`src/hdl/multilevel_round_robin_scheduler_defines.svh`:
```
// Assertion macros shared by the scheduler RTL.
// Stand-alone header; the files that check themselves include it.
`ifndef MULTILEVEL_ROUND_ROBIN_SCHEDULER_DEFINES_SVH
`define MULTILEVEL_ROUND_ROBIN_SCHEDULER_DEFINES_SVH

// Check that a condition holds in the same cycle as its trigger
`define MRRS_ASSERT_NOW(label, clk, rst_n, ante, cons, msg) \
	label: assert property (@(posedge clk) disable iff (!rst_n) (ante) |-> (cons)) \
		else $error(msg);

// Check that a condition holds in the cycle after its trigger
`define MRRS_ASSERT_NEXT(label, clk, rst_n, ante, cons, msg) \
	label: assert property (@(posedge clk) disable iff (!rst_n) (ante) |=> (cons)) \
		else $error(msg);

`endif

```
`src/hdl/mrrs_ram.sv`:
```
// Generic single-write, single-read RAM with a registered read port.
// No dependencies.
module mrrs_ram #(
	parameter int WIDTH = 8,
	parameter int DEPTH = 64
) (
	input  logic                     clk,
	input  logic                     wr_en,
	input  logic [$clog2(DEPTH)-1:0] wr_addr,
	input  logic [WIDTH-1:0]         wr_data,
	input  logic                     rd_en,
	input  logic [$clog2(DEPTH)-1:0] rd_addr,
	output logic [WIDTH-1:0]         rd_data
);

	logic [WIDTH-1:0] mem_q [DEPTH];
	logic [WIDTH-1:0] rd_data_q;

	// Write port
	always_ff @(posedge clk) begin
		if (wr_en) begin
			mem_q[wr_addr] <= wr_data;
		end
	end

	// Registered read port
	always_ff @(posedge clk) begin
		if (rd_en) begin
			rd_data_q <= mem_q[rd_addr];
		end
	end

	assign rd_data = rd_data_q;

endmodule

```
`config.mk`:
```
export PLATFORM = sky130hd
export DESIGN_NAME = mrrs_ram
export DESIGN_NICKNAME = d
export VERILOG_FILES = /design/src/hdl/multilevel_round_robin_scheduler_defines.svh /design/src/hdl/mrrs_ram.sv
export SDC_FILE = /design/constraint.sdc
export NUM_CORES = 1
export LEC_CHECK = 0
export ABC_AREA = 1
export BUFFER_PORTS_ARGS = -buffer_cell sky130_fd_sc_hd__buf_2
export CORE_MARGIN = 5
export CORE_UTILIZATION = 30
export CTS_CLUSTER_SIZE = 24
export DETAILED_ROUTE_END_ITERATION = 10
export GPL_TIMING_DRIVEN = 0
export PLACE_DENSITY_LB_ADDON = 0.25
export RECOVER_POWER = 50
export SYNTH_ARGS = -nofsm -noshare
export SYNTH_HDL_FRONTEND = slang
export SYNTH_SLANG_ARGS = --single-unit
export TNS_END_PERCENT = 30
```
`constraint.sdc`:
```
create_clock -name clk -period 3.32 [get_ports clk]
set_input_delay 0 -clock clk [delete_from_list [all_inputs] [get_ports clk]]
set_output_delay 0 -clock clk [all_outputs]
set_load 0.03 [all_outputs]
```
==> impl_metrics.py <==
metrics = {
    "status": {
        "status": "complete, but fails checks",
        "violations": "max-capacitance violations, max-slew violations",
    },
    "detailed_routing": {
        "drc_errors": 0,
        "ant_nets": 0,
        "wl_per_cell_um": 23.4,
        "via_count": 14500,
        "dr.pass1.iters": 6,
        "wirelength_um": 67600,
        "drt_iter0_drc": 1685,
        "vias_per_cell": 5.01,
    },
    "flow_run": {
        "cap_violations": 7,
    },
    "sta": {
        "finalSetupTns_ns": 0,
        "slew-limit-headroom": -1.25,
        "min_period_ns": 2.49,
        "setup_violations": 0,
        "grt_setup_unrepaired": "false",
        "max_freq_ghz": 0.402,
        "worst_slew_pin_slew_ns": 3.37,
        "fin_skew_ns": 0.0140,
        "finalHoldViolations": 0,
        "min_period_over_period": 0.749,
        "slew_violations": 455,
    },
    "placed_design": {
        "dp_hpwl_um": 45000,
        "placed_area_mm2": 0.0228,
        "globalplace.congestion": 0.892,
        "numPortBuffers": 22,
    },
    "power_and_ir_drop": {
        "ir_drop_v": 0.000326,
        "p_comb_frac": 0.072,
        "internal-power_uw": 10700,
        "p_clk_frac": 0.408,
        "power_frac_seq": 0.519,
        "power_switching_share": 0.237,
        "power_per_cell_area_mw_per_mm2": 575,
        "p_leak_uw": 0.00866,
        "p_sw_uw": 3340,
    },
    "setup_path": {
        "critPathLaunchType": "input port",
        "cp_data_required_time_ns": 3.23,
        "critPathTopFamily": "buffers and inverters",
        "cp_cell_sequence": "clkbuf_1",
        "cp_max_fo": 64,
        "arrival_ns": 2.39,
        "endpoint_kind": "flip-flop",
        "critPathBufInv": 1,
        "max_stage_delay_ns": 2.33,
        "crit_type": "input port to flip-flop",
        "cp_slowest_cell": "clkbuf_1",
    },
    "die": {
        "ioPinCount": 31,
        "rows": 98,
        "coreArea_mm2": 0.0711,
        "die_area_mm2": 0.0768,
        "die_w_um": 277,
        "start_util": 0.301,
        "die_h_um": 277,
    },
    "layout": {
        "final_area_mm2": 0.0245,
        "syn2layout_area_growth_pct": 14.3,
        "layout_commonest_cell": "nand2_1",
        "drive_gt1_frac": 0.102,
        "mostFrequentLayoutCells": "nand2_1, edfxtp_1, nand3_1, clkbuf_16, nor2_1",
        "layout.nets": 1916,
    },
    "logic_synthesis": {
        "synth.area.top_cells": "edfxtp_1, nand2_1, nand3_1, buf_6, nor2_1",
        "synth_top_area_frac": 0.729,
        "synth.distinct_cells": 15,
        "syn_area_mm2": 0.0214,
        "avgSynthCellArea_um2": 11.9,
        "synth_fp_nets": 1828,
        "ys_ff_latch": 520,
        "yosysSeqAreaShare": 0.729,
        "synth_warnings": 0,
        "netlist_instances": 1805,
        "synth_largest_area_cell": "edfxtp_1",
    },
    "clocking": {
        "numCtsBuffers": 55,
        "cts_resized": 0,
        "post-cts-setup-buffers": 0,
        "h-tree-depth": 2,
        "cts_sinks": 520,
        "clk_pin_slew_ns": 0.06,
        "tritoncts": "yes",
        "cts_buffer_depth": 3,
        "clk_latency_ns": 0.61,
        "root_buffer": "clkbuf_16",
        "cts_hold_buffers": 1,
    },
    "grt": {
        "grt_antenna_before_repair": 5,
        "gr-usage-all-layers": 0.171,
        "first_global_vias": 13800,
        "overflow": 0,
        "grt_pass1_wl_um": 97400,
        "grt_max_degree": 65,
    },
    "min_path": {
        "hold_path_class": "input port to flip-flop",
    },
}
==> registers in the layout (all words and copies together), names as in the netlist <==
signal and count:
mem_q 512, rd_data 8
==> Yosys cell counts, drive strengths merged <==
cell type / n
nor2: 56
inv: 12
nand4: 9
nand2: 648
edfxtp: 520
nand3: 439
clkbuf: 15
buf: 98
nor4: 8
==> per-stage QoR <==
stage,cells,power (uW),util,hold WS [ns],setup slack (ns)
after floorplan,1805,7960,-,0.0989,1.55
after global placement,2777,8430,0.319,0.437,0.525
after detailed placement,2785,8450,0.321,0.445,0.736
after CTS,2886,14200,0.344,0.0168,1.38
after global routing,2886,14500,0.344,0.0524,0.670
final,2888,14100,0.344,0.0306,0.834
==> final timing paths <==
| check | startpoint | cells after the start | slack [ns] | end |
|---|---|---|---|---|
| setup / recovery | wr_data[4] | 1 | 0.83 | mem_q[58][4] |
| hold reg to reg | mem_q[25][7] | 8 | 1.12 | rd_data[7] |
| hold / removal | wr_data[6] | 1 | 0.03 | mem_q[61][6] |
| setup reg to reg | mem_q[31][5] | 8 | 1.66 | rd_data[5] |
==> cell type report <==
class / instances / area, um2
Antenna cell: 2 / 5.00
Buffer: 113 / 808
Clock buffer: 67 / 1460
Clock inverter: 33 / 184
Fill cell: 7071 / 46600
Inverter: 12 / 50.0
Multi-Input combinational cell: 1160 / 4990
Sequential cell: 520 / 15600
Tap cell: 950 / 1190
Timing Repair Buffer: 31 / 175
==> cells by family (layout without fill, tap and decap cells) <==
| family | after synthesis | after routing | synth area share |
|---|---|---|---|
| flip-flops | 520 | 520 | 0.729 |
| other | 0 | 2 | 0 |
| buffers and inverters | 125 | 256 | 0.0401 |
| AND/OR/NAND/NOR | 1160 | 1160 | 0.231 |
==> routing by layer <==
metal	global-route usage	vias up	wire length, um
li1	-	6559	-
met1	0.251	7192	30500
met2	0.255	601	29300
met3	0.0338	118	5670
met4	0.0542	2	2150
met5	0	-	12
==> power groups by stage <==
stage / Combinational (uW) / Clock (uW) / Sequential (uW)
floorplan: 511 / 0 / 7450
global placement: 996 / 0 / 7440
detailed placement: 1010 / 0 / 7440
CTS: 1010 / 5840 / 7300
global route: 1090 / 6110 / 7310
finish: 1020 / 5740 / 7300
(Power assumes the default switching activity.)
